$ cat config.mk
export PLATFORM = sky130hd
export DESIGN_NAME = utf8_stream_decoder_sanitizer_unit
export DESIGN_NICKNAME = d
export VERILOG_FILES = /design/src/hdl/utf8ds_pkg.sv /design/src/hdl/utf8ds_decode.sv /design/src/hdl/utf8_stream_decoder_sanitizer_unit.sv
export VERILOG_INCLUDE_DIRS = /design/src /design/src/hdl
export SDC_FILE = /design/constraint.sdc
export NUM_CORES = 1
export LEC_CHECK = 0
export BUFFER_PORTS_ARGS = -buffer_cell sky130_fd_sc_hd__buf_4
export CAP_MARGIN = 20
export CORE_MARGIN = 5
export CORE_UTILIZATION = 56
export DETAILED_ROUTE_END_ITERATION = 10
export HOLD_SLACK_MARGIN = 0.1
export PLACE_DENSITY = 0.76
export SLEW_MARGIN = 10
export SYNTH_ARGS = -nofsm -noshare
export SYNTH_HDL_FRONTEND = slang
export SYNTH_SLANG_ARGS = --single-unit
$ cat constraint.sdc
create_clock -name clk -period 4.4 [get_ports clk]
set_input_delay 0.22 -clock clk [delete_from_list [all_inputs] [get_ports clk]]
set_output_delay 0.22 -clock clk [all_outputs]
set_load 0.005 [all_outputs]
$ cat src/hdl/assert_macros.svh
// Assertion macros for modules that check their own logic.
`ifndef ASSERT_MACROS_SVH
`define ASSERT_MACROS_SVH

// Clocked check, switched off while reset is held.
`define ASSERT_CLK(label, clk, rst_n, prop, msg) \
  label: assert property (@(posedge clk) disable iff (!rst_n) (prop)) else $error(msg);

// Clocked implication, switched off while reset is held.
`define ASSERT_IMPL(label, clk, rst_n, ante, cons, msg) \
  label: assert property (@(posedge clk) disable iff (!rst_n) (ante) |-> (cons)) \
    else $error(msg);

`endif

$ cat src/hdl/utf8ds_pkg.sv
// Types and constants for the UTF-8 decoder and sanitiser.
package utf8ds_pkg;

  localparam int unsigned CpW  = 21;
  localparam int unsigned LenW = 3;
  localparam int unsigned CntW = 3;

  localparam logic [CpW-1:0] ReplCp    = 21'h00FFFD;
  localparam logic [CpW-1:0] Min2      = 21'h000080;
  localparam logic [CpW-1:0] Min3      = 21'h000800;
  localparam logic [CpW-1:0] Min4      = 21'h010000;
  localparam logic [CpW-1:0] SurrLo    = 21'h00D800;
  localparam logic [CpW-1:0] SurrHi    = 21'h00DFFF;
  localparam logic [CpW-1:0] CpMax     = 21'h10FFFF;

  localparam logic [7:0] Lead2Lo = 8'hC2;
  localparam logic [7:0] Lead2Hi = 8'hDF;
  localparam logic [7:0] Lead3Lo = 8'hE0;
  localparam logic [7:0] Lead3Hi = 8'hEF;
  localparam logic [7:0] Lead4Lo = 8'hF0;
  localparam logic [7:0] Lead4Hi = 8'hF4;

  localparam logic [LenW-1:0] Len1 = 3'd1;
  localparam logic [LenW-1:0] Len2 = 3'd2;
  localparam logic [LenW-1:0] Len3 = 3'd3;
  localparam logic [LenW-1:0] Len4 = 3'd4;

  typedef struct packed {
    logic [1:0]      held;
    logic [LenW-1:0] exp_len;
    logic [CpW-1:0]  part;
  } seq_state_t;

  // Results caused by one byte: replacements first, then at most one decoded unit.
  typedef struct packed {
    logic [CntW-1:0] cnt;
    logic            tail;
    logic [CpW-1:0]  cp;
    logic [LenW-1:0] len;
    logic            last;
  } burst_t;

endpackage

$ cat src/hdl/utf8ds_decode.sv
// Combinational decode of one byte against the pending sequence state.
module utf8ds_decode (
  input  logic [7:0]              in_byte,
  input  logic                    in_last,
  input  utf8ds_pkg::seq_state_t  st_i,
  output utf8ds_pkg::seq_state_t  st_o,
  output utf8ds_pkg::burst_t      burst_o
);

  logic                             is_cont;
  logic [utf8ds_pkg::LenW-1:0]      have;
  logic [utf8ds_pkg::CpW-1:0]       pv;
  logic [utf8ds_pkg::CpW-1:0]       min_cp;
  logic                             bad_val;
  logic                             lead_ascii;
  logic                             lead2;
  logic                             lead3;
  logic                             lead4;
  logic [utf8ds_pkg::CntW-1:0]      rep;
  logic                             tail;
  logic [utf8ds_pkg::CpW-1:0]       tcp;
  logic [utf8ds_pkg::LenW-1:0]      tlen;

  assign is_cont    = (in_byte[7:6] == 2'b10);
  assign have       = {1'b0, st_i.held} + 3'd1;
  assign pv         = {st_i.part[14:0], in_byte[5:0]};
  assign lead_ascii = ~in_byte[7];
  assign lead2      = (in_byte >= utf8ds_pkg::Lead2Lo) && (in_byte <= utf8ds_pkg::Lead2Hi);
  assign lead3      = (in_byte >= utf8ds_pkg::Lead3Lo) && (in_byte <= utf8ds_pkg::Lead3Hi);
  assign lead4      = (in_byte >= utf8ds_pkg::Lead4Lo) && (in_byte <= utf8ds_pkg::Lead4Hi);

  always_comb begin
    unique case (st_i.exp_len)
      utf8ds_pkg::Len2: min_cp = utf8ds_pkg::Min2;
      utf8ds_pkg::Len3: min_cp = utf8ds_pkg::Min3;
      default:          min_cp = utf8ds_pkg::Min4;
    endcase
  end

  assign bad_val = (pv < min_cp) || (pv > utf8ds_pkg::CpMax) ||
                   ((pv >= utf8ds_pkg::SurrLo) && (pv <= utf8ds_pkg::SurrHi));

  always_comb begin
    st_o = st_i;
    rep  = '0;
    tail = 1'b0;
    tcp  = '0;
    tlen = utf8ds_pkg::Len1;
    if ((st_i.held != 2'd0) && is_cont) begin
      if (have >= st_i.exp_len) begin
        st_o = '0;
        if (bad_val) begin
          rep = st_i.exp_len;
        end else begin
          tail = 1'b1;
          tcp  = pv;
          tlen = st_i.exp_len;
        end
      end else begin
        st_o.held = have[1:0];
        st_o.part = pv;
        if (in_last) begin
          rep  = have;
          st_o = '0;
        end
      end
    end else begin
      // Any held bytes are flushed, then the byte starts afresh as a lead.
      rep  = {1'b0, st_i.held};
      st_o = '0;
      if (lead_ascii) begin
        tail = 1'b1;
        tcp  = {13'd0, in_byte};
      end else if (lead2 || lead3 || lead4) begin
        if (in_last) begin
          rep = rep + 3'd1;
        end else begin
          st_o.held = 2'd1;
          if (lead2) begin
            st_o.exp_len = utf8ds_pkg::Len2;
            st_o.part    = {16'd0, in_byte[4:0]};
          end else if (lead3) begin
            st_o.exp_len = utf8ds_pkg::Len3;
            st_o.part    = {17'd0, in_byte[3:0]};
          end else begin
            st_o.exp_len = utf8ds_pkg::Len4;
            st_o.part    = {18'd0, in_byte[2:0]};
          end
        end
      end else begin
        rep = rep + 3'd1;
      end
    end
  end

  assign burst_o.cnt  = rep + {2'b00, tail};
  assign burst_o.tail = tail;
  assign burst_o.cp   = tcp;
  assign burst_o.len  = tlen;
  assign burst_o.last = in_last;

endmodule

$ cat src/hdl/utf8_stream_decoder_sanitizer_unit.sv
// Top level of the strict UTF-8 decoder that replaces bad bytes with U+FFFD.
// The first result of a byte is offered in the cycle after its beat is accepted.
// One byte per cycle while out_tready is high; a byte that yields several results holds
// the input while the result register drains, one result per cycle unless out_tready stalls it.
// Reset clears the pending sequence and drops any results not yet delivered.
`include "assert_macros.svh"

module utf8_stream_decoder_sanitizer_unit (
  input  logic        clk,
  input  logic        rst_n,
  input  logic        in_tvalid,
  output logic        in_tready,
  input  logic [7:0]  in_tdata,   // [7:0] in_byte
  input  logic        in_tlast,
  output logic        out_tvalid,
  input  logic        out_tready,
  output logic [23:0] out_tdata,  // [20:0] code_point, [23:21] src_length
  output logic [0:0]  out_tuser,  // [0] is_valid
  output logic        out_tlast
);

  utf8ds_pkg::seq_state_t        st_r;
  utf8ds_pkg::seq_state_t        st_nxt;
  utf8ds_pkg::burst_t            burst_nxt;
  utf8ds_pkg::burst_t            burst_r;
  logic [utf8ds_pkg::CntW-1:0]   cnt_r;
  logic                          in_acc;
  logic                          out_acc;
  logic                          final_beat;
  logic                          show_tail;
  logic                          slot_free;
  logic                          pend_ok;
  logic                          tail_cp_ok;

  utf8ds_decode u_decode (
    .in_byte (in_tdata),
    .in_last (in_tlast),
    .st_i    (st_r),
    .st_o    (st_nxt),
    .burst_o (burst_nxt)
  );

  assign in_tready = (cnt_r == 3'd0) || ((cnt_r == 3'd1) && out_tready);
  assign in_acc    = in_tvalid && in_tready;
  assign out_acc   = out_tvalid && out_tready;

  always_ff @(posedge clk) begin
    if (!rst_n) begin
      st_r  <= '0;
      cnt_r <= '0;
    end else if (in_acc) begin
      st_r  <= st_nxt;
      cnt_r <= burst_nxt.cnt;
    end else if (out_acc) begin
      cnt_r <= cnt_r - 3'd1;
    end
  end

  always_ff @(posedge clk) begin
    if (in_acc) begin
      burst_r <= burst_nxt;
    end
  end

  assign final_beat = (cnt_r == 3'd1);
  assign show_tail  = final_beat && burst_r.tail;

  assign out_tvalid     = (cnt_r != 3'd0);
  assign out_tdata      = {show_tail ? burst_r.len : utf8ds_pkg::Len1,
                           show_tail ? burst_r.cp  : utf8ds_pkg::ReplCp};
  assign out_tuser[0]   = show_tail;
  assign out_tlast      = final_beat && burst_r.last;

  assign slot_free  = (cnt_r == 3'd0) || (final_beat && out_tready);
  assign pend_ok    = ({1'b0, st_r.held} < st_r.exp_len);
  assign tail_cp_ok = (out_tdata[20:0] <= utf8ds_pkg::CpMax) &&
                      ((out_tdata[20:0] < utf8ds_pkg::SurrLo) ||
                       (out_tdata[20:0] > utf8ds_pkg::SurrHi));

  `ASSERT_CLK(a_cnt_range, clk, rst_n, cnt_r <= 3'd4, "result count above four")
  `ASSERT_IMPL(a_no_overrun, clk, rst_n, in_acc, slot_free, "byte accepted while results remain")
  `ASSERT_IMPL(a_pending_len, clk, rst_n, st_r.held != 2'd0, pend_ok, "pending sequence complete")
  `ASSERT_IMPL(a_valid_scalar, clk, rst_n, show_tail, tail_cp_ok, "decoded value not a scalar")

endmodule
Yosys cells after proc, flatten, opt, wreduce, memory -nomap -nowiden
Index checks and enable logic that the tools add are counted.

Word-level logic and storage cells: 78. Bits in registers: 49. Output and inout port bits: 28. Input bits: 13.

Reductions and logical operators: 21. Mux-type cells: 28. Equality and inequality tests: 5. Magnitude comparators: 11. Add/sub/neg operators: 3. Bitwise logic cells: 2.

Operators by type and width (count): two-way mux 26 bit (5); two-way mux 21 bit (4); two-way mux 24 bit (2); one-hot mux 17 bit (2 select lines) (1); two-way mux 3 bit (10); two-way mux 25 bit (1); >= comparator 8 bit (second input constant) (3); less-or-equal comparator 8 bit (second input constant) (3); >= comparator 21 x 16 -> 1 bit (second input constant) (1); > comparator 21 bit (second input constant) (1); less-or-equal comparator 21 x 16 -> 1 bit (second input constant) (1); less-than comparator 21 x 17 -> 1 bit (1); logical AND 1 bit (10); two-way mux 7 bit (1); equality test 3 x 2 -> 1 bit (second input constant) (2); logical OR 1 bit (5); two-way mux 1 bit (4); nonzero test 2 bit (2); adder 2 x 1 -> 3 bit (second input constant) (1); adder 3 x 1 -> 3 bit (1); equality test 3 x 1 -> 1 bit (second input constant) (1); >= comparator 3 bit (1); logical NOT 3 bit (1); inequality test 3 bit (second input constant) (1); 6 further kinds (7).

Logic depth before layout (Yosys ltp)
Word-level depth: 10. Mapped depth: 15. Depth with buffers taken out: 14.

Hierarchy
From an unflattened synthesis, not the netlist that was laid out.

Cells, all modules: 340. Area, all modules: 3133.0 um2.

By module, submodules not included: utf8_stream_decoder_sanitizer_unit (times used 1, area an instance 2219.6 um2, seq. area each 1361.3 um2, cells an instance 203); utf8ds_decode (times used 1, area an instance 913.4 um2, seq. area each 0.0 um2, cells an instance 137).

Worst setup path before layout
No wires, ideal clock.

Path kind: register -> register. From: register st_r[22] (netlist bit). To: register cnt_r[2] (netlist bit). Path slack: 1.374 ns. Cell stages (with the launch flop): 16. Arrival time: 2.908 ns. Buffers on the path: 1. Required time: 4.282 ns. Library setup time: 0.118 ns. Clock period less this slack: 3.026 ns. Path through: dfxtp_1 > nor2b_1 > nand2_1 > ha_1 > nand2_1 > a31o_2 > and3_1 > or2_1 > nor3_2 > clkbuf_1 > nor3_1 > ha_1 > ha_1 > a211o_1 > a21oi_1 > nor3_1.

Cells in the longest elaborated chain, start to end: 10. Elaborated cells on any way between the ends: 15. Classes of those cells: add/sub (1); order compare (2); eq/ne (2); mux (8); reduce/logical (2).

Ends and longest elaborated chain: start: declaration (RTL line utf8_stream_decoder_sanitizer_unit.sv:22) `utf8ds_pkg::seq_state_t st_r;`; start signal: assignment (RTL line utf8_stream_decoder_sanitizer_unit.sv:52) `st_r <= st_nxt;`; equality test 3 x 2 -> 1 bit (RTL line utf8ds_decode.sv:33) `unique case (st_i.exp_len)`; one-hot mux 17 bit (2 select lines) (RTL line utf8ds_decode.sv:33); less-than comparator 21 x 17 -> 1 bit (RTL line utf8ds_decode.sv:40) `assign bad_val = (pv < min_cp) || (pv > utf8ds_pkg::CpMax) ||`; logical OR 1 bit (2 in a row) (RTL line utf8ds_decode.sv:40); two-way mux 3 bit or two-way mux 1 bit (tied branches) (RTL line utf8ds_decode.sv:52) `if (bad_val) begin`; two-way mux 3 bit or two-way mux 1 bit (tied branches) (RTL line utf8ds_decode.sv:50) `if (have >= st_i.exp_len) begin`; two-way mux 3 bit or two-way mux 1 bit (tied branches) (RTL line utf8ds_decode.sv:49) `if ((st_i.held != 2'd0) && is_cont) begin`; adder 3 x 1 -> 3 bit (*) (RTL line utf8ds_decode.sv:96) `assign burst_o.cnt = rep + {2'b00, tail};`; two-way mux 3 bit (*) (RTL line utf8_stream_decoder_sanitizer_unit.sv:51) `end else if (in_acc) begin`; end signal: assignment (RTL line utf8_stream_decoder_sanitizer_unit.sv:53) `cnt_r <= burst_nxt.cnt;`; end signal: assignment (RTL line utf8_stream_decoder_sanitizer_unit.sv:55) `cnt_r <= cnt_r - 3'd1;`; end: declaration (RTL line utf8_stream_decoder_sanitizer_unit.sv:26) `logic [utf8ds_pkg::CntW-1:0] cnt_r;`.

Every way passes the cells marked *; elsewhere a longest branch is shown, timed or not. A chain may end at the register's enable or synchronous reset.

Worst setup path in the final report
From: register st_r[24] (netlist bit). To: register cnt_r[2] (netlist bit).

Cells in the longest elaborated chain, start to end: 7. Elaborated cells on any way between the ends: 14. Classes of those cells: add/sub (2); order compare (1); mux (9); reduce/logical (2).

Ends and longest elaborated chain (RTL line): parallel branches: the longest is 5 deep, another holds adder 2 x 1 -> 3 bit; adder 3 x 1 -> 3 bit (*) (utf8ds_decode.sv:96); two-way mux 3 bit (*) (utf8_stream_decoder_sanitizer_unit.sv:51).

Mark *: on every way between the ends.

==> impl_results.md <==
* P_leak at 1.23 nW
* Slew @ Worst Pin at 757 ps
* WP data arrival at 3410 ps
* Register bit total from synthesis at 49
* Total GRT Usage at 0.193
* Share of cells above drive strength 1 at 0.224
* Yosys cell types at 49
* Syn avg cell area at 9.74 sq um
* Status: finished clean
* Switch share at 0.323
* Final Max Slew Viols at 0
* GRT overflow at 0
* Cts repair resizes at 0
* Cell area after layout at 3140 sq um
* Routed wire length at 5.64 mm
* CTS tree: built
* CP Capture Type: flip-flop
* Die Ht at 78.9 um
* Rel. slew slack at 0.496
* Most common cell after layout, fill and taps aside: buf_4
* Port bufs at 40
* Commonest non-fill, non-tap cells in the layout: 44 x buf_4, 38 x nand2_1, 26 x edfxtp_1, 24 x and2_1, 23 x dfxtp_1
* Routed Antenna Nets at 0
* Layout area overhead at 17.9%
* Internal power at 0.00103 W
* CP dominant cell by count: ha_1
* Layout Nets at 339
* P_sw at 0.000491 W
* Crit path kind: flip-flop to flip-flop
* DPL Wire Length at 4.23 mm
* Pwr dens at 484 nW/um^2
* Num rows at 25
* Gate Count Post-Synth at 273
* Net Count, Synth at 300
* Combinational power share at 0.358
* Post-synth top area share at 0.294
* First-pass GRT wire length at 9.45 mm
* Largest net degree at the start of global routing at 26
* Die span in x at 78.9 um
* Cts hold-fix bufs at 0
* Via count at 2077
* Synth Cell Area at 2660 sq um
* EDFF count, synth at 26
* Synth area leader: edfxtp_1
* Via/cell ratio at 5.66
* Worst hold path class: input pin to flip-flop
* Starting Density at 0.570
* Sequential share of the synthesized area at 0.467
* Final Skew at 11.5 ps
* Max VDD drop at 0.293 mV
* Tcrit/Tclk final at 0.731
* Detailed Routing Iterations Pass 1 at 4
* Setup TNS at 0 ps
* Num CTS Buffers at 5
* Data required, critical path at 4590 ps
* Clk_lat worst skew at 300 ps
* Sequential Power Share at 0.407
* Final setup viols at 0
* Root buffer cell: clkbuf_8
* Yosys warns at 0
* MaxCap Viol Count at 0
* CTS clock-pin slew for the worst setup and hold paths at 90 ps
* Iteration-0 DRC Markers at 128
* Antenna Cells at 0
* Final hold vios at 0
* Max H-tree Level at 2
* RSZ-0062 raised after global routing: no
* I/O Pins at 41
* Routability cong. at 0.882
* Clock Power Share at 0.235
* Clock sink total at 49
* Die area at 6230 sq um
* FFs w/ async S/R, synth at 0
* Worst hold path depth at 1
* Vias in the first global route at 1968
* Drt drc at 0
* Reg2reg path depth at 13
* Top cells by area, synth: edfxtp_1 29%, dfxtp_1 17%, ha_1 6.6%
* Ordered cell list for the critical path: inv_1 -> ha_1 -> ha_1 -> a21o_1 -> a21oi_1 -> mux2_2 -> o22ai_1 -> nor3_1 -> ha_1 -> ha_1 -> a211o_1 -> a21oi_1 -> nor3_1
* Slowest CP cell: dfxtp_1
* Core Area at 4660 sq um
* Avg WL per Cell at 15.4 um
* Crit Path Max Fanout at 6
* Largest stage delay, worst path at 440 ps
* Initial antenna violation count at 0
* # Post-CTS Setup Buffers at 0
* Final worst path period need at 3220 ps
* DP Area at 3000 sq um
* Main synth FF type: edfxtp_1
* Clock Tree Buf Depth at 2
* Max Freq at 0.311 GHz
* Crit start category: flip-flop
cells in the mapped netlist, types with 3 or more instances:
cell type and number:
and2_1 24, nand3_1 4, mux2_2 3, nand2b_1 18, dfxtp_1 23, ha_1 14
and3_1 6, nor3_1 7, o21ai_0 3, a22oi_1 3, a21o_1 3, a21oi_2 10
nor2b_1 6, inv_1 9, nor4_1 3, clkbuf_1 9, nor2_1 8, nand2_1 38
or3_1 4, a21oi_1 10, edfxtp_1 26, a21boi_0 7
registers in the layout, indices dropped and copies added (netlist names):
name / count
cnt_r: 3
st_r: 20
burst_r: 26
metal layers:
metal	wire length, um	global-route usage
met1	2590	0.273
met2	2670	0.317
met3	343	0.0227
met4	36	0.0481
met5	0	0
cell type report:
cell class | count | area, sq um
tap | 54 | 67.6
timing repair buffer | 44 | 330
clock inverter | 2 | 38.8
sequential | 49 | 1240
inverter | 10 | 37.5
fill | 377 | 1530
multi-input combinational | 202 | 1330
clock buffer | 6 | 93.8
power by group through the flow:
stage	logic, W	registers [W]	clock network (W)
3_3_place_gp	0.000533	0.000625	0
4_1_cts	0.000551	0.000618	0.000364
2_1_floorplan	0.000367	0.000620	0
6_report	0.000544	0.000618	0.000357
5_1_grt	0.000606	0.000629	0.000383
3_5_place_dp	0.000549	0.000628	0
cell families (layout without fill, tap and decap cells):
group,count (synthesis),count (layout),synth area share
compound gates,56,56,0.155
fa+ha+maj,14,14,0.0659
buf+inv,22,62,0.0343
simple gates,127,127,0.258
flops,49,49,0.467
mux,5,5,0.0202
path summary, 6_finish.rpt:
path / start / to / slack [ps]
setup / recovery: st_r[24]$_SDFFE_PN0P_ / cnt_r[2]$_SDFFE_PN0P_ / 1180
hold / removal: in_tlast / burst_r[0]$_DFFE_PP_ / 170
setup reg to reg: st_r[24]$_SDFFE_PN0P_ / cnt_r[2]$_SDFFE_PN0P_ / 1180
hold reg to reg: st_r[0]$_SDFFE_PN0P_ / st_r[6]$_SDFFE_PN0P_ / 480
metrics by stage:
stage,hold WS [ps],utilization,power [W],setup slack (ps),std cells
floorplan,319,-,0.000988,1370,273
global placement,471,0.644,0.00116,1320,359
detailed placement,473,0.644,0.00118,1250,359
finish,174,0.673,0.00152,1180,367
CTS,160,0.673,0.00153,1230,367
global route,155,0.673,0.00162,1060,367
worst max-delay path: cells and delay by family (launching register included):
family                   cells  cell delay, ps
AO/OA/AOI/OAI                5             980
adder cells (fa/ha/maj)      4            1070
buffers and inverters        1             110
flip-flops                   1             440
multiplexers                 1             380
AND/OR/NAND/NOR              2             140
(Power assumes the default switching activity.)
